===== config.mk =====
export PLATFORM = sky130hd
export DESIGN_NAME = pidc_ctrl
export DESIGN_NICKNAME = d
export VERILOG_FILES = /design/src/pidc_pkg.sv /design/src/pidc_ctrl.sv
export SDC_FILE = /design/constraint.sdc
export NUM_CORES = 1
export LEC_CHECK = 0
export BUFFER_PORTS_ARGS = -buffer_cell sky130_fd_sc_hd__buf_2
export CAP_MARGIN = 0
export CORE_AREA = 10 10 54 56
export DETAILED_ROUTE_END_ITERATION = 8
export DIE_AREA = 0 0 64 66
export GPL_TIMING_DRIVEN = 0
export PLACE_DENSITY = 0.7
export REMOVE_ABC_BUFFERS = 1
export SLEW_MARGIN = 25
export SYNTH_ARGS = -nofsm -noshare
export SYNTH_HDL_FRONTEND = slang
export SYNTH_SLANG_ARGS = --single-unit

===== constraint.sdc =====
create_clock -name clk -period 1.2 [get_ports clk]
set_input_delay 0.12 -clock clk [delete_from_list [all_inputs] [get_ports clk]]
set_output_delay 0.12 -clock clk [all_outputs]
set_load 0.02 [all_outputs]

===== src/pidc_pkg.sv =====
// Shared types and constants for the four-axis PID position controller.
// Used by the register bank, the controller, the datapath and the top level.
// Depends on nothing.
package pidc_pkg;

  localparam int AXES      = 4;
  localparam int FRAC_BITS = 16;
  localparam int AXIS_W    = (AXES > 1) ? $clog2(AXES) : 1;

  localparam int VAL_W  = 32;
  localparam int DT_W   = 31;
  localparam int GAIN_W = 24;
  localparam int LIM_W  = 31;

  localparam int IN_BITS = 2 * AXES * VAL_W + DT_W;
  localparam int IN_W    = ((IN_BITS + 7) / 8) * 8;
  localparam int OUT_W   = AXES * VAL_W;

  localparam int PROD_W = 2 * VAL_W;
  localparam int SHP_W  = PROD_W - FRAC_BITS;
  localparam int ACC_W  = SHP_W + 2;
  localparam int DIV_W  = VAL_W + FRAC_BITS;
  localparam int DCNT_W = $clog2(DIV_W + 1);

  localparam longint PI_Q32     = 64'sd13493037705;
  localparam longint TWO_PI_Q32 = 64'sd26986075409;
  localparam longint PI_Q     = (PI_Q32 + (64'sd1 <<< (31 - FRAC_BITS))) >>> (32 - FRAC_BITS);
  localparam longint TWO_PI_Q = (TWO_PI_Q32 + (64'sd1 <<< (31 - FRAC_BITS))) >>> (32 - FRAC_BITS);

  localparam int NUM_REGS = 8;
  localparam int CFG_AW   = $clog2(NUM_REGS) + 2;
  localparam int CFG_DW   = 32;

  typedef enum logic [2:0] {
    REG_KP_HORIZONTAL,
    REG_KP_VERTICAL,
    REG_KP_HEADING,
    REG_KI_ALL,
    REG_KD_HORIZONTAL,
    REG_KD_VERTICAL_HEADING,
    REG_INTEGRAL_LIMIT,
    REG_OUTPUT_LIMIT
  } reg_idx_t;

  typedef struct packed {
    logic [GAIN_W-1:0] kp_horizontal;
    logic [GAIN_W-1:0] kp_vertical;
    logic [GAIN_W-1:0] kp_heading;
    logic [GAIN_W-1:0] ki_all;
    logic [GAIN_W-1:0] kd_horizontal;
    logic [GAIN_W-1:0] kd_vertical_heading;
    logic [LIM_W-1:0]  integral_limit;
    logic [LIM_W-1:0]  output_limit;
  } cfg_t;

  typedef enum logic [1:0] {
    MUL_ERR_DT,
    MUL_ERR_KP,
    MUL_INT_KI,
    MUL_DER_KD
  } mul_sel_t;

  typedef struct packed {
    logic              load_in;
    logic              err_cap;
    logic              mul_go;
    mul_sel_t          mul_sel;
    logic              integ_upd;
    logic              div_init;
    logic              div_step;
    logic              deriv_fin;
    logic              acc_load;
    logic              acc_add;
    logic              axis_done;
    logic              out_load;
    logic [AXIS_W-1:0] axis;
  } cmd_t;

  typedef struct packed {
    logic dt_zero;
  } stat_t;

endpackage


===== src/pidc_ctrl.sv =====
// Sequencer of the PID controller: walks the axes one at a time through
// error, integral, proportional, divide (skipped at zero elapsed time), derivative and output steps.
// Depends on pidc_pkg; drives pidc_datapath through cmd_t.
module pidc_ctrl (
  input  logic            clk,
  input  logic            rst_n,
  input  logic            in_tvalid,
  output logic            in_tready,
  output logic            out_tvalid,
  input  logic            out_tready,
  input  pidc_pkg::stat_t stat,
  output pidc_pkg::cmd_t  cmd
);

  typedef enum logic [3:0] {
    S_IDLE,
    S_ERR,
    S_MUL_DT,
    S_INTEG,
    S_ACC_P,
    S_ACC_I,
    S_DIV,
    S_DERIV,
    S_MUL_D,
    S_ACC_D,
    S_STORE,
    S_DONE
  } state_t;

  localparam logic [pidc_pkg::AXIS_W-1:0] LAST_AXIS = pidc_pkg::AXIS_W'(pidc_pkg::AXES - 1);

  state_t                      state_r, state_nxt;
  logic [pidc_pkg::AXIS_W-1:0] axis_r, axis_nxt;
  logic [pidc_pkg::DCNT_W-1:0] cnt_r, cnt_nxt;
  logic                        out_valid_r, out_valid_nxt;

  assign in_tready  = (state_r == S_IDLE);
  assign out_tvalid = out_valid_r;

  always_comb begin
    state_nxt     = state_r;
    axis_nxt      = axis_r;
    cnt_nxt       = cnt_r;
    out_valid_nxt = out_valid_r && !out_tready;
    cmd           = '0;
    cmd.axis      = axis_r;
    cmd.mul_sel   = pidc_pkg::MUL_ERR_DT;
    unique case (state_r)
      S_IDLE: begin
        if (in_tvalid) begin
          cmd.load_in = 1'b1;
          axis_nxt    = '0;
          state_nxt   = S_ERR;
        end
      end
      S_ERR: begin
        cmd.err_cap = 1'b1;
        state_nxt   = S_MUL_DT;
      end
      S_MUL_DT: begin
        cmd.mul_go   = 1'b1;
        cmd.mul_sel  = pidc_pkg::MUL_ERR_DT;
        cmd.div_init = 1'b1;
        state_nxt    = S_INTEG;
      end
      S_INTEG: begin
        cmd.integ_upd = 1'b1;
        cmd.mul_go    = 1'b1;
        cmd.mul_sel   = pidc_pkg::MUL_ERR_KP;
        state_nxt     = S_ACC_P;
      end
      S_ACC_P: begin
        cmd.acc_load = 1'b1;
        cmd.mul_go   = 1'b1;
        cmd.mul_sel  = pidc_pkg::MUL_INT_KI;
        state_nxt    = S_ACC_I;
      end
      S_ACC_I: begin
        cmd.acc_add = 1'b1;
        cnt_nxt     = '0;
        state_nxt   = stat.dt_zero ? S_DERIV : S_DIV;
      end
      S_DIV: begin
        cmd.div_step = 1'b1;
        cnt_nxt      = cnt_r + 1'b1;
        if (cnt_r == pidc_pkg::DCNT_W'(pidc_pkg::DIV_W - 1)) begin
          state_nxt = S_DERIV;
        end
      end
      S_DERIV: begin
        cmd.deriv_fin = 1'b1;
        state_nxt     = S_MUL_D;
      end
      S_MUL_D: begin
        cmd.mul_go  = 1'b1;
        cmd.mul_sel = pidc_pkg::MUL_DER_KD;
        state_nxt   = S_ACC_D;
      end
      S_ACC_D: begin
        cmd.acc_add = 1'b1;
        state_nxt   = S_STORE;
      end
      S_STORE: begin
        cmd.axis_done = 1'b1;
        if (axis_r == LAST_AXIS) begin
          state_nxt = S_DONE;
        end else begin
          axis_nxt  = axis_r + 1'b1;
          state_nxt = S_ERR;
        end
      end
      S_DONE: begin
        if (!out_valid_r || out_tready) begin
          cmd.out_load  = 1'b1;
          out_valid_nxt = 1'b1;
          state_nxt     = S_IDLE;
        end
      end
      default: state_nxt = S_IDLE;
    endcase
  end

  always_ff @(posedge clk) begin
    if (!rst_n) begin
      state_r     <= S_IDLE;
      axis_r      <= '0;
      cnt_r       <= '0;
      out_valid_r <= 1'b0;
    end else begin
      state_r     <= state_nxt;
      axis_r      <= axis_nxt;
      cnt_r       <= cnt_nxt;
      out_valid_r <= out_valid_nxt;
    end
  end

  a_no_overwrite: assert property (@(posedge clk) disable iff (!rst_n)
    cmd.out_load |-> (!out_valid_r || out_tready))
    else $error("Result register loaded while a beat is still waiting.");

  a_div_bound: assert property (@(posedge clk) disable iff (!rst_n)
    (state_r == S_DIV) |-> (cnt_r < pidc_pkg::DCNT_W'(pidc_pkg::DIV_W)))
    else $error("Divider ran past its step count.");

  a_start_axis0: assert property (@(posedge clk) disable iff (!rst_n)
    (in_tvalid && in_tready) |=> (state_r == S_ERR && axis_r == '0))
    else $error("Accepted beat did not start at the first axis.");

  a_last_axis: assert property (@(posedge clk) disable iff (!rst_n)
    (cmd.axis_done && axis_r == LAST_AXIS) |=> (state_r == S_DONE))
    else $error("Last axis finished without moving to result hand-off.");

endmodule


==> run_results.csv <==
group,metric,value,unit
status,outcome,"complete, but fails checks",
status,violations,"negative setup slack",
setup_path,rr_worst_depth,6,
setup_path,critPathLaunchType,"flip-flop",
finish,drive_gt1_share,63.8,%
clock_tree,cts_tree,"done",
grt,grt_pass1_wl,4.68,mm
setup_path,startpoint,"state_r[3]",
floorplan,die_area,4220,µm²
yosys,syn_avg_cell_area,7.97,µm²
setup_path,slowest_stage,"dfxtp_4",
sta,relSlewSlack,80.6,%
yosys,synth_adder_area_share,3.11,%
sta,hold_viol,0,
routing,drtPass1Iterations,4,
clock_tree,cts.reportedPaths.clkPinSlew,0.10,ns
sta,period_share,120,%
clock_tree,htreeDepth,1,
clock_tree,clk_path_buf_depth,2,
grt,grt_max_degree,18,
setup_path,crit_path_end,"in_tready",
floorplan,die_y,66,µm
grt,grt-ovfl-total,0,
job,max_cap_viol_count,0,
sta,finalSetupViolations,24,
finish,final_util,77.6,%
setup_path,worstPathRequired,1.08,ns
setup_path,r2r_start,"state_r[1]",
sta,rsz0062_at_grt,"yes",
routing,wirelength,3.24,mm
yosys,synthMuxAreaShare,3.73,%
floorplan,fp-row-count,16,
setup_path,crit_buf_inv,1,
routing,viasPerCell,5.40,
setup_path,crit_path_max_incr_delay,0.39,ns
routing,vias,951,
floorplan,io_pins,22,
setup_path,path_class,"reg -> out",
routing,remaining_drc_errors,0,
finish,layout.nets,157,
yosys,synth_top_family_by_area,"simple AND/OR/NAND/NOR gates",
finish,area_growth,83.5,%
power,leakagePower,0.628,nW
clock_tree,clkSinkCount,13,
floorplan,die_w,64,µm
grt,grt_usage,13.9,%
sta,worstMarginPinSlew,0.291,ns
power,vdd_drop_max,679,µV
grt,grt_pass1_vias,919,
finish,stdcell_count,176,
setup_path,rr_endpoint,"state_r[0]",
finish,n_antenna_cell,0,
clock_tree,cts-root-buf,"clkbuf_4",
routing,antenna_left,0,
setup_path,cp_top_family,"simple AND/OR/NAND/NOR gates",
yosys,syn_area,805,µm²
routing,wl_per_cell,18.4,µm
yosys,ys_seq_area_share,32.3,%
placed_design,io_buffer_count,21,
placed_design,dpl.cell_count,143,
clock_tree,cts_buffers,3,
yosys,yosysWarningCount,0,
clock_tree,clk_latency,0.30,ns
sta,setup_ws,-0.238,ns
sta,period_needed,1.44,ns
yosys,synth-compound-area-share,19.0,%
hold_path,hp-class,"in -> reg",
yosys,synth_cell_types,35,
floorplan,coreArea,1900,µm²
setup_path,worst_setup_path_end_kind,"output port",
clock_tree,postCtsHoldBufs,0,
placed_design,gp_congestion,0.724,
sta,fin_skew,0.0125,ns
setup_path,crit_arrival,1.32,ns
routing,drt_first_iter_violations,38,
yosys,synth_xor_area_share,1.09,%
sta,fmax,695,MHz
finish,fillers,114,
yosys,ys_ff_latch,13,
power,powerDensity,772,nW/µm²
placed_design,hpwlAfterDp,1.45,mm
yosys,netlist_instances,101,
yosys,yosys.area_share.simple,35.6,%
setup_path,worstPathCellList,"or2_4, nor3_2, buf_4",
floorplan,start_util,42.3,%
setup_path,rrSetupSlack,-0.19,ns
setup_path,path_max_fanout,7,
grt,antenna_found_initial,0,
setup_path,cp_num_cells,3,
sta,final-max-slew-violation-count,0,
worst min path at each step:
stage                           from  depth (start not counted)  slack (ns)         end
final                     out_tready                          3        0.17  out_tvalid
after floorplan                rst_n                          1        0.24  state_r[1]
after global placement    out_tready                          3        0.43  out_tvalid
after detailed placement  out_tready                          3        0.43  out_tvalid
after global routing      out_tready                          3        0.17  out_tvalid
after CTS                 out_tready                          3        0.15  out_tvalid
cell families after synthesis:
group	after synthesis
adder cells (fa/ha/maj)	2
multiplexers	3
flip-flops	13
XOR/XNOR	1
AND/OR/NAND/NOR	52
AO/OA/AOI/OAI	23
buffers and inverters	7
layout by cell type, fill, tap and decap left out, drive strengths merged:
| master | instances |
|---|---|
| buf | 49 |
| nor2 | 15 |
| dfxtp | 13 |
| a21oi | 7 |
| nand2 | 6 |
| nand2b | 6 |
| nor2b | 5 |
| nand3 | 4 |
| o21ai | 4 |
| clkbuf | 4 |
| nor3 | 4 |
| nor3b | 3 |
| mux2i | 3 |
| a21boi | 3 |
| nand4bb | 2 |
| or2 | 2 |
| o21a | 2 |
| a22oi | 2 |
| nand3b | 2 |
| ha | 2 |
| inv | 1 |
| a21o | 1 |
| and3 | 1 |
| xor2 | 1 |
| o211a | 1 |
| o311a | 1 |
| a32o | 1 |
| o211ai | 1 |
| or3 | 1 |
| and2 | 1 |
| bufbuf | 1 |
cells in the mapped netlist, drive strengths merged:
| master | count | area (µm²) |
|---|---|---|
| dfxtp | 13 | 260 |
| nor2 | 15 | 56.3 |
| o311a | 1 | 10.0 |
| o21a | 2 | 15.0 |
| nand2 | 6 | 22.5 |
| a21boi | 3 | 22.5 |
| a22oi | 2 | 15.0 |
| and3 | 1 | 6.26 |
| o211ai | 1 | 7.51 |
| nand3 | 4 | 20.0 |
| o211a | 1 | 10.0 |
| mux2i | 3 | 30.0 |
| xor2 | 1 | 8.76 |
| nand4bb | 2 | 22.5 |
| a21oi | 7 | 35.0 |
| or3 | 1 | 6.26 |
| inv | 1 | 3.75 |
| nand3b | 2 | 15.0 |
| ha | 2 | 25.0 |
| clkbuf | 1 | 3.75 |
| o21ai | 4 | 20.0 |
| and2 | 1 | 6.26 |
| a21o | 1 | 7.51 |
| a32o | 1 | 10.0 |
| or2 | 2 | 15.0 |
| nor3 | 4 | 25.0 |
| nand2b | 6 | 37.5 |
| nor2b | 5 | 31.3 |
| buf | 5 | 33.8 |
| nor3b | 3 | 22.5 |
power breakdown:
part	switching [mW]	internal (mW)	total (mW)	leakage, nW
Clock	0.176	0.130	0.306	0.0150
Sequential	0.0233	0.438	0.461	0.110
Combinational	0.170	0.203	0.373	0.503
Total	0.370	0.771	1.14	0.628
registers in the layout (all words and copies together) (netlist names):
name,cells
axis_r,2
state_r,4
out_tvalid,1
cnt_r,6
final cells by class:
type	instances	area, µm²	share of cell area [%]
clock buffers	4	26.3	1.78
repair buffers	50	434	29.4
flip-flops and latches	13	279	18.9
well taps	27	33.8	2.29
multi-input cells	81	699	47.4
inverters	1	3.75	0.254
worst register-to-register path: cells and delay by family (launching register included):
family	cells	cell delay [ns]
buffers and inverters	3	0.36
AOI/OAI and AO/OA	2	0.33
DFF	1	0.42
and+or+nand+nor	1	0.17
timing repair:
action,CTS,global route
setup buffers,21,7
pin swaps,8,6
setup endpoints to repair,27,25
cloned,1,0
resized for setup,49,28
metal layers:
metal  track usage, %  wire, µm  vias to the layer above
li1                 -         -                      452
met4             5.19       103                        0
met5                0         0                        -
met2             25.9      1700                       34
met3             5.42       179                       10
met1             13.5      1260                      455
metrics by stage:
| step | power [mW] | hold slack, ns | TNS, ns | setup WS (ns) | cell area, µm² |
|---|---|---|---|---|---|
| floorplan | 0.587 | 0.237 | -1.78 | -0.252 | 767 |
| global placement | 0.643 | 0.430 | -4.36 | -0.445 | 906 |
| detailed placement | 0.646 | 0.432 | -4.47 | -0.436 | 906 |
| CTS | 1.06 | 0.145 | -2.56 | -0.205 | 1330 |
| global route | 1.18 | 0.168 | -4.66 | -0.300 | 1480 |
| finish | 1.14 | 0.168 | -3.50 | -0.238 | 1480 |
No activity file was read; power rests on OpenSTA's default activity.
