$ cat src/pidc_pkg.sv
// Shared types and constants for the four-axis PID position controller.
// Used by the register bank, the controller, the datapath and the top level.
// Depends on nothing.
package pidc_pkg;

  localparam int AXES      = 4;
  localparam int FRAC_BITS = 16;
  localparam int AXIS_W    = (AXES > 1) ? $clog2(AXES) : 1;

  localparam int VAL_W  = 32;
  localparam int DT_W   = 31;
  localparam int GAIN_W = 24;
  localparam int LIM_W  = 31;

  localparam int IN_BITS = 2 * AXES * VAL_W + DT_W;
  localparam int IN_W    = ((IN_BITS + 7) / 8) * 8;
  localparam int OUT_W   = AXES * VAL_W;

  localparam int PROD_W = 2 * VAL_W;
  localparam int SHP_W  = PROD_W - FRAC_BITS;
  localparam int ACC_W  = SHP_W + 2;
  localparam int DIV_W  = VAL_W + FRAC_BITS;
  localparam int DCNT_W = $clog2(DIV_W + 1);

  localparam longint PI_Q32     = 64'sd13493037705;
  localparam longint TWO_PI_Q32 = 64'sd26986075409;
  localparam longint PI_Q     = (PI_Q32 + (64'sd1 <<< (31 - FRAC_BITS))) >>> (32 - FRAC_BITS);
  localparam longint TWO_PI_Q = (TWO_PI_Q32 + (64'sd1 <<< (31 - FRAC_BITS))) >>> (32 - FRAC_BITS);

  localparam int NUM_REGS = 8;
  localparam int CFG_AW   = $clog2(NUM_REGS) + 2;
  localparam int CFG_DW   = 32;

  typedef enum logic [2:0] {
    REG_KP_HORIZONTAL,
    REG_KP_VERTICAL,
    REG_KP_HEADING,
    REG_KI_ALL,
    REG_KD_HORIZONTAL,
    REG_KD_VERTICAL_HEADING,
    REG_INTEGRAL_LIMIT,
    REG_OUTPUT_LIMIT
  } reg_idx_t;

  typedef struct packed {
    logic [GAIN_W-1:0] kp_horizontal;
    logic [GAIN_W-1:0] kp_vertical;
    logic [GAIN_W-1:0] kp_heading;
    logic [GAIN_W-1:0] ki_all;
    logic [GAIN_W-1:0] kd_horizontal;
    logic [GAIN_W-1:0] kd_vertical_heading;
    logic [LIM_W-1:0]  integral_limit;
    logic [LIM_W-1:0]  output_limit;
  } cfg_t;

  typedef enum logic [1:0] {
    MUL_ERR_DT,
    MUL_ERR_KP,
    MUL_INT_KI,
    MUL_DER_KD
  } mul_sel_t;

  typedef struct packed {
    logic              load_in;
    logic              err_cap;
    logic              mul_go;
    mul_sel_t          mul_sel;
    logic              integ_upd;
    logic              div_init;
    logic              div_step;
    logic              deriv_fin;
    logic              acc_load;
    logic              acc_add;
    logic              axis_done;
    logic              out_load;
    logic [AXIS_W-1:0] axis;
  } cmd_t;

  typedef struct packed {
    logic dt_zero;
  } stat_t;

endpackage

$ cat src/pidc_cfg_regs.sv
// Gain and limit register bank behind an APB-style write and read port.
// Depends on pidc_pkg for the register indexes and the cfg_t bundle.
module pidc_cfg_regs (
  input  logic                        clk,
  input  logic                        rst_n,
  input  logic                        psel,
  input  logic                        penable,
  input  logic                        pwrite,
  input  logic [pidc_pkg::CFG_AW-1:0] paddr,
  input  logic [pidc_pkg::CFG_DW-1:0] pwdata,
  output logic [pidc_pkg::CFG_DW-1:0] prdata,
  output pidc_pkg::cfg_t              cfg
);

  pidc_pkg::cfg_t   cfg_r;
  pidc_pkg::reg_idx_t idx;
  logic             wr_en;

  assign idx   = pidc_pkg::reg_idx_t'(paddr[pidc_pkg::CFG_AW-1:2]);
  assign wr_en = psel && penable && pwrite;
  assign cfg   = cfg_r;

  always_ff @(posedge clk) begin
    if (!rst_n) begin
      cfg_r.kp_horizontal       <= pidc_pkg::GAIN_W'(131072);
      cfg_r.kp_vertical         <= pidc_pkg::GAIN_W'(65536);
      cfg_r.kp_heading          <= pidc_pkg::GAIN_W'(65536);
      cfg_r.ki_all              <= pidc_pkg::GAIN_W'(3277);
      cfg_r.kd_horizontal       <= pidc_pkg::GAIN_W'(98304);
      cfg_r.kd_vertical_heading <= '0;
      cfg_r.integral_limit      <= pidc_pkg::LIM_W'(65536);
      cfg_r.output_limit        <= pidc_pkg::LIM_W'(65536);
    end else if (wr_en) begin
      unique case (idx)
        pidc_pkg::REG_KP_HORIZONTAL:
          cfg_r.kp_horizontal <= pwdata[pidc_pkg::GAIN_W-1:0];
        pidc_pkg::REG_KP_VERTICAL:
          cfg_r.kp_vertical <= pwdata[pidc_pkg::GAIN_W-1:0];
        pidc_pkg::REG_KP_HEADING:
          cfg_r.kp_heading <= pwdata[pidc_pkg::GAIN_W-1:0];
        pidc_pkg::REG_KI_ALL:
          cfg_r.ki_all <= pwdata[pidc_pkg::GAIN_W-1:0];
        pidc_pkg::REG_KD_HORIZONTAL:
          cfg_r.kd_horizontal <= pwdata[pidc_pkg::GAIN_W-1:0];
        pidc_pkg::REG_KD_VERTICAL_HEADING:
          cfg_r.kd_vertical_heading <= pwdata[pidc_pkg::GAIN_W-1:0];
        pidc_pkg::REG_INTEGRAL_LIMIT:
          cfg_r.integral_limit <= pwdata[pidc_pkg::LIM_W-1:0];
        pidc_pkg::REG_OUTPUT_LIMIT:
          cfg_r.output_limit <= pwdata[pidc_pkg::LIM_W-1:0];
        default: begin
        end
      endcase
    end
  end

  always_comb begin
    prdata = '0;
    unique case (idx)
      pidc_pkg::REG_KP_HORIZONTAL:       prdata = pidc_pkg::CFG_DW'(cfg_r.kp_horizontal);
      pidc_pkg::REG_KP_VERTICAL:         prdata = pidc_pkg::CFG_DW'(cfg_r.kp_vertical);
      pidc_pkg::REG_KP_HEADING:          prdata = pidc_pkg::CFG_DW'(cfg_r.kp_heading);
      pidc_pkg::REG_KI_ALL:              prdata = pidc_pkg::CFG_DW'(cfg_r.ki_all);
      pidc_pkg::REG_KD_HORIZONTAL:       prdata = pidc_pkg::CFG_DW'(cfg_r.kd_horizontal);
      pidc_pkg::REG_KD_VERTICAL_HEADING: prdata = pidc_pkg::CFG_DW'(cfg_r.kd_vertical_heading);
      pidc_pkg::REG_INTEGRAL_LIMIT:      prdata = pidc_pkg::CFG_DW'(cfg_r.integral_limit);
      pidc_pkg::REG_OUTPUT_LIMIT:        prdata = pidc_pkg::CFG_DW'(cfg_r.output_limit);
      default:                           prdata = '0;
    endcase
  end

endmodule

$ cat config.mk
export PLATFORM = sky130hd
export DESIGN_NAME = pidc_cfg_regs
export DESIGN_NICKNAME = d
export VERILOG_FILES = /design/src/pidc_pkg.sv /design/src/pidc_cfg_regs.sv
export SDC_FILE = /design/constraint.sdc
export NUM_CORES = 1
export LEC_CHECK = 0
export BUFFER_PORTS_ARGS = -buffer_cell sky130_fd_sc_hd__buf_4
export CAP_MARGIN = 20
export CORE_MARGIN = 3
export CORE_UTILIZATION = 33
export DETAILED_ROUTE_END_ITERATION = 10
export PLACE_DENSITY = 0.66
export REMOVE_ABC_BUFFERS = 1
export SLEW_MARGIN = 30
export SYNTH_ARGS = -nofsm -noshare
export SYNTH_HDL_FRONTEND = slang
export SYNTH_SLANG_ARGS = --single-unit
$ cat constraint.sdc
create_clock -name clk -period 2.7 [get_ports clk]
set_clock_uncertainty 0.15 [all_clocks]
set_input_delay 0.27 -clock clk [delete_from_list [all_inputs] [get_ports clk]]
set_output_delay 0.27 -clock clk [all_outputs]
set_load 0.05 [all_outputs]
==> results of run 1 <==
[what timing repair did]
action	in CTS	in global routing
endpoints found under the setup margin	0	6
hold endpoints to repair	206	0
hold buffers	31	0
gates resized for setup	0	1
setup buffers	0	0
[synthesized netlist by cell type (2+ instances only)]
library cell / n
nand2b_1: 6
a21oi_1: 10
a22o_1: 26
or3_1: 3
nor2b_1: 4
buf_2: 57
a32oi_1: 4
or2_2: 4
clkbuf_1: 45
inv_1: 24
or2_1: 2
mux2i_1: 27
dfxtp_1: 206
nor2_1: 58
buf_4: 17
nand2_1: 414
a21boi_1: 62
mux2_2: 19
a21boi_0: 130
a221oi_1: 41
nor3_2: 2
nand3_1: 13
[power breakdown]
part	switching (mW)	total (mW)	internal, mW	leakage [nW]
sequential	0.0209	3.08	3.06	1.66
combinational	0.471	0.733	0.263	3.13
clock	1.28	3.42	2.14	0.407
total	1.77	7.24	5.47	5.20
[per-stage QoR]
stage	hold slack (ns)	cell area (sq um)	TNS [ns]	cells
floorplan	0.192	8890	-4.35	1065
global placement	0.308	11900	0	1752
detailed placement	0.314	11900	0	1752
CTS	0.0906	13000	0	1826
global route	0.104	13000	0	1826
finish	0.0873	13000	0	1826
[cell families after synthesis]
| group | Yosys count | synth area share (%) |
|---|---|---|
| muxes | 47 | 5.35 |
| DFF | 206 | 43.5 |
| other | 1 | 0.0396 |
| and+or+nand+nor | 510 | 21.3 |
| buffers and inverters | 144 | 7.17 |
| AOI/OAI and AO/OA | 277 | 22.6 |
[final cells by class]
class | instances | area, sq um | area share, %
clock buffer | 39 | 738 | 5.67
clock inverter | 4 | 95.1 | 0.730
inverter | 24 | 90.1 | 0.692
multi-input combinational | 835 | 4740 | 36.4
sequential | 206 | 4120 | 31.7
tap | 378 | 473 | 3.63
timing repair buffer | 340 | 2760 | 21.2
[metal layers]
| metal | track usage (%) | share of wire [%] | vias up |
|---|---|---|---|
| met4 | 6.33 | 2.6 | 0 |
| met2 | 37.3 | 47 | 341 |
| met1 | 28.5 | 43 | 4437 |
| met3 | 4.30 | 7.4 | 57 |
| met5 | 0 | 0 | - |
| li1 | - | - | 4425 |
[critical path, cell delays in order]
cell      delay (ns)
buf_4           0.29
buf_4           0.37
mux2_2          0.39
a22o_1          0.18
a221oi_1        0.33
nor2_1          0.07
buf_4           0.20
[worst paths after layout]
check / start / slack (ns) / to
worst max-delay path: paddr[3] / 0.16 / prdata[20]
worst min-delay path: rst_n / 0.09 / cfg[101]
worst max register to register: cfg[42] / 1.82 / cfg[42]
worst min register to register: cfg[66] / 0.32 / cfg[66]
==> summary.md, run 1 <==
| Metric | Value |
|---|---|
| Vias | 9260 |
| Drt total wl | roughly 35000 um |
| Most common cell after layout, fill and taps aside | nand2_1 |
| Number of diodes | 0 |
| RSZ-0062 raised after global routing | no |
| Startpoint Class | input port |
| Row Count | 61 |
| Max Buffers Root-to-Sink | 3 |
| Drt first-iter violations | around 600 |
| Layout cells sized above 1 | 26.2% |
| Period minus WS final | roughly 2.5 ns |
| Maximum fanout along the worst path | 16 |
| Synth area leader | dfxtp_1 |
| LEAKAGE | roughly 5.2 nW |
| Largest net degree at the start of global routing | around 110 |
| Die Y | about 180 um |
| R2R depth | 2 |
| Seq/Total Area, Yosys | approximately 44% |
| Synthesis Warnings | 0 |
| Hold Crit Class | in -> reg |
| First-pass GRT wire length | ~53000 um |
| Actual slew at the worst max-slew pin | ~0.91 ns |
| Area share of the largest cell type after synthesis | roughly 44% |
| Fin worst setup slack | approximately 0.16 ns |
| Synth area leaders | dfxtp_1, nand2_1, a21boi_0 |
| Synth Flop Type | dfxtp_1 |
| Congestion Overflow GR | 0 |
| Worst-path clk slew | 0.06 ns |
| Power Total | 7.24 mW |
| # IOs | 280 |
| Vias per inst | 5.07 |
| Port Buffers | approximately 280 |
| Max reg flops | about 210 |
| Worst vdd ir | 0.000407 V |
| Vias in the first global route | between 8000 and 9000 |
| Fill count | about 2700 |
| Crit end category | output port |
| H-tree depth | 1 |
| Status | finished, final reports clean |
| CP required | about 2.3 ns |
| Number of setup violations in the final report | 0 |
| Post-synth ARST share | 0% |
| Hold Fails Final Rpt | 0 |
| Final HPWL DP | about 23000 um |
| CTS tree | yes |
| Core Box Area | around 28000 sq um |
| Clock insertion delay at the later pin of the skew report | roughly 0.5 ns |
| Initial Utilization | approximately 34% |
| Die Area | between 30000 and 40000 sq um |
| Mapped cell area | between 9000 and 10000 sq um |
| Avg Cell Area, Syn | 8.00 sq um |
| Post-Syn Instances | 1185 |
| Clk sink count | around 210 |
| First-pass DRT Iterations | 5 |
| Distinct cell type count after synthesis | 33 |
| PwrDens | 556 nW/um^2 |
| DP Worst Slack | ~0.046 ns |
| Max_cap viols | 0 |
| GP Congestion | just under 0.8 |
| Post-DRT Antenna Nets | 0 |
| Die width | roughly 180 um |
| Hold Crit Depth | 3 |
| Nets | around 1500 |
| Drc violations | 0 |
| Tcrit/Tclk final | 94.1% |
| Synth Register Bits | 206 |
| Slew Limit Fails | 0 |
| WP data arrival | 2.12 ns |
| EDFF count, synth | 0 |
| Final core utilization | 46.5% |
| Initial antenna violation count | 0 |
| Root Buffer | clkbuf_16 |
| Total global-route track usage | between 20% and 30% |
| Max frequency | between 0.3 and 0.4 GHz |
| Most frequent cells in the layout | nand2_1, buf_4, dfxtp_1 |
| Kind of critical path | in -> out |
| P&R area growth vs syn | 37.4% |
| CTS Buf Count | 24 |
| Worst relative slew slack | about 39% |
| DR WL/cell | ~19 um |
Note: power is estimated with default switching activity, not from simulation.
==> run 2, diff against run 1 <==
--- a/config.mk
+++ b/config.mk
@@ -9,7 +9,7 @@
 export CAP_MARGIN = 20
 export CORE_MARGIN = 3
-export CORE_UTILIZATION = 33
+export CORE_UTILIZATION = 56
 export DETAILED_ROUTE_END_ITERATION = 10
-export PLACE_DENSITY = 0.66
+export PLACE_DENSITY = 0.95
 export REMOVE_ABC_BUFFERS = 1
 export SLEW_MARGIN = 30
==> constraint.sdc (replaced) <==
create_clock -name clk -period 2.7 [get_ports clk]
set_clock_uncertainty 0.15 [all_clocks]
set_input_delay 0 -clock clk [delete_from_list [all_inputs] [get_ports clk]]
set_output_delay 0 -clock clk [all_outputs]
set_load 0.05 [all_outputs]
==> summary.md, run 2 (same netlist as run 1, synthesis figures left out) <==
| Metric | Value |
|---|---|
| Die Area | 18500 sq um (was 30800 sq um) |
| First-pass GRT wire length | 53100 um (about the same) |
| Vias | 10154 (was 9260) |
| Max frequency | 0.375 GHz (was 0.394 GHz) |
| Placed Instances | 1584 (was 1752) |
| Hold Crit Class | in -> reg (unchanged) |
| Die Y | 136 um (was 175 um) |
| Top Usage Layer GRT | met2 (unchanged) |
| Worst relative slew slack | 38.4% (was 39.3%) |
| Core Box Area | 16200 sq um (was 28000 sq um) |
| Number of setup violations in the final report | 0 (unchanged) |
| Drt total wl | 35300 um (about the same) |
| Worst vdd ir | 0.000590 V (was 0.000407 V) |
| PostCTS Resize Cnt | 0 (unchanged) |
| LEAKAGE | 5.17 nW (was 5.20 nW) |
| Hold Fails Final Rpt | 0 (unchanged) |
| Fill count | 1043 (was 2743) |
| # IOs | 280 (unchanged) |
| CTS tree | yes (unchanged) |
| GP Congestion | 0.827 (was 0.778) |
| Final core utilization | 78.4% (was 46.5%) |
| P&R area growth vs syn | 34.3% (was 37.4%) |
| Grt met3 use | 8.40% (was 4.30%) |
| GRT met1 Usage | 43.3% (was 28.5%) |
| WP data arrival | 2.89 ns (was 2.12 ns) |
| Total global-route track usage | 36.4% (was 22.0%) |
| Initial antenna violation count | 0 (unchanged) |
| CTS Buf Count | 21 (was 24) |
| CP required | 2.92 ns (was 2.28 ns) |
| Hold Worst Slack | 0.00697 ns (was 0.0873 ns) |
| Most frequent cells in the layout | nand2_1, buf_4, dfxtp_1 (unchanged) |
| Maximum fanout along the worst path | 31 (was 16) |
| Slew Limit Fails | 0 (unchanged) |
| Clock insertion delay at the later pin of the skew report | 0.48 ns (was 0.50 ns) |
| Drt first-iter violations | 1118 (was 598) |
| Root Buffer | clkbuf_16 (unchanged) |
| Vias in the first global route | 9920 (was 8989) |
| Crit end category | flop (was output port) |
| PwrDens | 557 nW/um^2 (was 556 nW/um^2) |
| H-tree depth | 1 (unchanged) |
| Congestion Overflow GR | 0 (unchanged) |
| Number of diodes | 0 (unchanged) |
| Drc violations | 0 (unchanged) |
| Setup tns final | 0 ns (unchanged) |
| Non-Filler Instances | 1661 (was 1826) |
| Clk sink count | 206 (unchanged) |
| Power Total | 7.09 mW (was 7.24 mW) |
| Final HPWL DP | 21500 um (was 23000 um) |
| Largest net degree at the start of global routing | 108 (unchanged) |
| DP Worst Slack | 0.410 ns (was 0.0463 ns) |
| Vias per inst | 6.11 (was 5.07) |
| Port Buffers | 275 (unchanged) |
| Kind of critical path | in -> reg (was in -> out) |
| DR WL/cell | 21.3 um (was 19.3 um) |
| Initial Utilization | 58.4% (was 33.8%) |
| Layout cells sized above 1 | 25.7% (was 26.2%) |
| Die width | 136 um (was 175 um) |
| RSZ-0062 raised after global routing | no (unchanged) |
| Startpoint Class | input port (unchanged) |
| Fin worst setup slack | 0.0323 ns (was 0.160 ns) |
| Most common cell after layout, fill and taps aside | nand2_1 (unchanged) |
| Post-DRT Antenna Nets | 0 (unchanged) |
| Max reg flops | 206 (unchanged) |
| Nets | 1473 (unchanged) |
| First-pass DRT Iterations | 6 (was 5) |
| Row Count | 46 (was 61) |
| Status | finished, final reports clean (unchanged) |
| Tcrit/Tclk final | 98.8% (was 94.1%) |
| Design Area, Final | 12700 sq um (was 13000 sq um) |
| Max Buffers Root-to-Sink | 3 (unchanged) |
| Period minus WS final | 2.67 ns (was 2.54 ns) |
| Max_cap viols | 0 (unchanged) |
| Worst-path clk slew | 0.06 ns (about the same) |
| Dpl cell area | 11500 sq um (was 11900 sq um) |
| Actual slew at the worst max-slew pin | 0.925 ns (was 0.911 ns) |
| M2 GR Usage | 61.9% (was 37.3%) |
==> run 2: layout make-up <==
| type | instances | area (sq um) | share of cell area [%] |
|---|---|---|---|
| clock buffers | 27 | 568 | 4.46 |
| clock inverters | 10 | 203 | 1.59 |
| well taps | 216 | 270 | 2.12 |
| inverters | 24 | 90.1 | 0.708 |
| flip-flops and latches | 206 | 4120 | 32.4 |
| repair buffers | 343 | 2760 | 21.6 |
| multi-input cells | 835 | 4720 | 37.1 |
==> run 2: what timing repair did <==
action	CTS	global route
setup buffers	0	0
hold buffers	39	0
endpoints found under the hold margin	206	0
==> run 2: metal layers <==
| layer | wire [um] | vias up |
|---|---|---|
| li1 | - | 4417 |
| met1 | 12500 | 4770 |
| met2 | 16900 | 831 |
| met3 | 4410 | 136 |
| met4 | 1550 | 0 |
| met5 | 0 | - |
==> run 2: worst paths after layout <==
check / from / endpoint / slack [ns] / depth (start not counted)
max: penable / cfg[60] / 0.03 / 7
min: psel / cfg[86] / 0.007 / 5
max reg2reg: cfg[60] / cfg[60] / 1.26 / 3
min reg2reg: cfg[204] / cfg[204] / 0.32 / 2
==> run 2: worst max-delay path, stage by stage <==
cell           delay [ns]
dlygate4sd3_1        0.54
buf_4                0.13
nand4_1              0.48
or2_2                0.84
nand2_1              0.21
a21boi_1             0.08
dlygate4sd3_1        0.57
==> run 2: report_power, final <==
group	leakage [nW]	total [mW]	switching (mW)	internal [mW]
clock network	0.375	3.28	1.22	2.06
registers	1.66	3.08	0.0215	3.06
logic	3.13	0.731	0.475	0.257
==> run 3, diff against run 2 <==
PLACE_DENSITY = 0.83   (was 0.95)
==> summary.md, run 3 (same netlist as run 1, synthesis figures left out) <==
| Metric | Value |
|---|---|
| PwrDens | 549 nW/um^2 (was 557 nW/um^2) |
| Row Count | 46 (unchanged) |
| Final HPWL DP | 20400 um (was 21500 um) |
| Worst vdd ir | 0.000477 V (was 0.000590 V) |
| First-pass GRT wire length | 49700 um (was 53100 um) |
| Flop-to-flop setup slack | 1.30 ns (was 1.26 ns) |
| RSZ-0062 raised after global routing | no (unchanged) |
| Max Buffers Root-to-Sink | 3 (unchanged) |
| Period minus WS final | 2.55 ns (was 2.67 ns) |
| Crit Reg-Reg Endpoint | cfg[59] (was cfg[60]) |
| CTS tree | yes (unchanged) |
| Worst-path clk slew | 0.06 ns (about the same) |
| Layout cells sized above 1 | 25.9% (was 25.7%) |
| FF+latch area | 4120 sq um (unchanged) |
| Setup Fix Bufs, Post-CTS | 0 (unchanged) |
| Vias in the first global route | 9214 (was 9920) |
| Crit end category | flop (unchanged) |
| Design Area, Final | 12700 sq um (about the same) |
| Top Usage Layer GRT | met2 (unchanged) |
| # IOs | 280 (unchanged) |
| GP Congestion | 0.846 (was 0.827) |
| First-pass DRT Iterations | 5 (was 6) |
| Max_cap viols | 0 (unchanged) |
| Status | finished, final reports clean (unchanged) |
| Grt met3 use | 5.85% (was 8.40%) |
| Max frequency | 0.391 GHz (was 0.375 GHz) |
| Tcrit/Tclk final | 94.6% (was 98.8%) |
| Largest net degree at the start of global routing | 102 (was 108) |
| Actual slew at the worst max-slew pin | 0.916 ns (was 0.925 ns) |
| P&R area growth vs syn | 33.7% (was 34.3%) |
| Hold Crit Depth | 6 (was 5) |
| M2 GR Usage | 57.8% (was 61.9%) |
| Number of diodes | 0 (unchanged) |
| Multi-input logic area | 4730 sq um (was 4720 sq um) |
| Initial antenna violation count | 0 (unchanged) |
| Most common cell after layout, fill and taps aside | nand2_1 (unchanged) |
| Hold Crit Class | in -> reg (unchanged) |
| Die width | 136 um (unchanged) |
| Die Y | 136 um (unchanged) |
| Vias | 9581 (was 10154) |
| Worst Hold End | cfg[79] (was cfg[86]) |
| Hold Fails Final Rpt | 0 (unchanged) |
| Maximum fanout along the worst path | 31 (unchanged) |
| Root Buffer | clkbuf_16 (unchanged) |
| R2R depth | 3 (unchanged) |
| Worst relative slew slack | 38.9% (was 38.4%) |
| Port Buffers | 275 (unchanged) |
| Post-DRT Antenna Nets | 0 (unchanged) |
| Worst min-delay path startpoint | psel (unchanged) |
| Core Box Area | 16200 sq um (unchanged) |
| WP data arrival | 2.78 ns (was 2.89 ns) |
| DR WL/cell | 19.6 um (was 21.3 um) |
| Dpl cell area | 11500 sq um (about the same) |
| Most frequent cells in the layout | nand2_1, buf_4, dfxtp_1 (unchanged) |
| H-tree depth | 1 (unchanged) |
| Vias per inst | 5.76 (was 6.11) |
| LEAKAGE | 5.14 nW (was 5.17 nW) |
| Number of setup violations in the final report | 0 (unchanged) |
| GRT met1 Usage | 42.6% (was 43.3%) |
| Drc violations | 0 (unchanged) |
| Startpoint Class | input port (unchanged) |
| Setup tns final | 0 ns (unchanged) |
| Critical R2R Launch | cfg[59] (was cfg[60]) |
| Die Area | 18500 sq um (unchanged) |
| Max reg flops | 206 (unchanged) |
| Clock insertion delay at the later pin of the skew report | 0.50 ns (was 0.48 ns) |
| Nets | 1473 (unchanged) |
| Total global-route track usage | 33.8% (was 36.4%) |
| Congestion Overflow GR | 0 (unchanged) |
| Initial Utilization | 58.4% (unchanged) |
| Drt total wl | 32600 um (was 35300 um) |
| Kind of critical path | in -> reg (unchanged) |
| Final core utilization | 78.1% (was 78.4%) |
| CP required | 2.93 ns (was 2.92 ns) |
| CTS Buf Count | 22 (was 21) |
| Clk sink count | 206 (unchanged) |
| Power Total | 6.96 mW (was 7.09 mW) |
| Fill count | 1192 (was 1043) |
| Slew Limit Fails | 0 (unchanged) |
| Drt first-iter violations | 794 (was 1118) |
[run 3: report_power, final]
group          internal [mW]  total, mW  switching [mW]
logic                  0.254      0.713           0.459
registers               3.06       3.08          0.0206
clock network           1.93       3.16            1.23
[run 3: layer usage]
metal	share of wire (%)	routed length, um
met2	48	15600
met5	0	0
met4	3.3	1080
met1	38	12500
met3	10	3350
[run 3: metrics by stage]
step,setup slack (ns),hold slack [ns],std cells
final,0.146,0.0190,1662
after global routing,0.0592,0.0382,1662
after CTS,0.232,0.00313,1661
after detailed placement,0.531,0.113,1584
after global placement,0.488,0.110,1584
after floorplan,0.298,-0.0782,1065
[run 3: area by class of cell]
type                    count  share of cell area, %
clock inverters             8                  0.928
repair buffers            342                   21.4
clock buffers              31                   5.02
multi-input cells         835                   37.3
inverters                  24                  0.711
flip-flops and latches    206                   32.5
well taps                 216                   2.13
[run 3: how the worst max path moves through the flow]
stage	cells past startpoint	startpoint	slack, ns	endpoint
5_1_grt	7	pwrite	0.06	cfg[59]
6_report	7	pwrite	0.15	cfg[59]
3_3_place_gp	6	paddr[4]	0.49	prdata[14]
3_5_place_dp	6	paddr[3]	0.53	prdata[14]
2_1_floorplan	4	paddr[3]	0.30	prdata[0]
4_1_cts	7	pwrite	0.23	cfg[57]
[run 3: timing repair]
action,in CTS,in global routing
resized for setup,0,0
endpoints found under the hold margin,206,0
hold buffers,38,0
[run 3: worst max-delay path, cell delays in order]
cell and delay [ns]:
dlygate4sd3_1 0.58, buf_4 0.14, nand4_1 0.41, or2_2 0.79
nand2_1 0.20, a21boi_1 0.08, dlygate4sd3_1 0.56
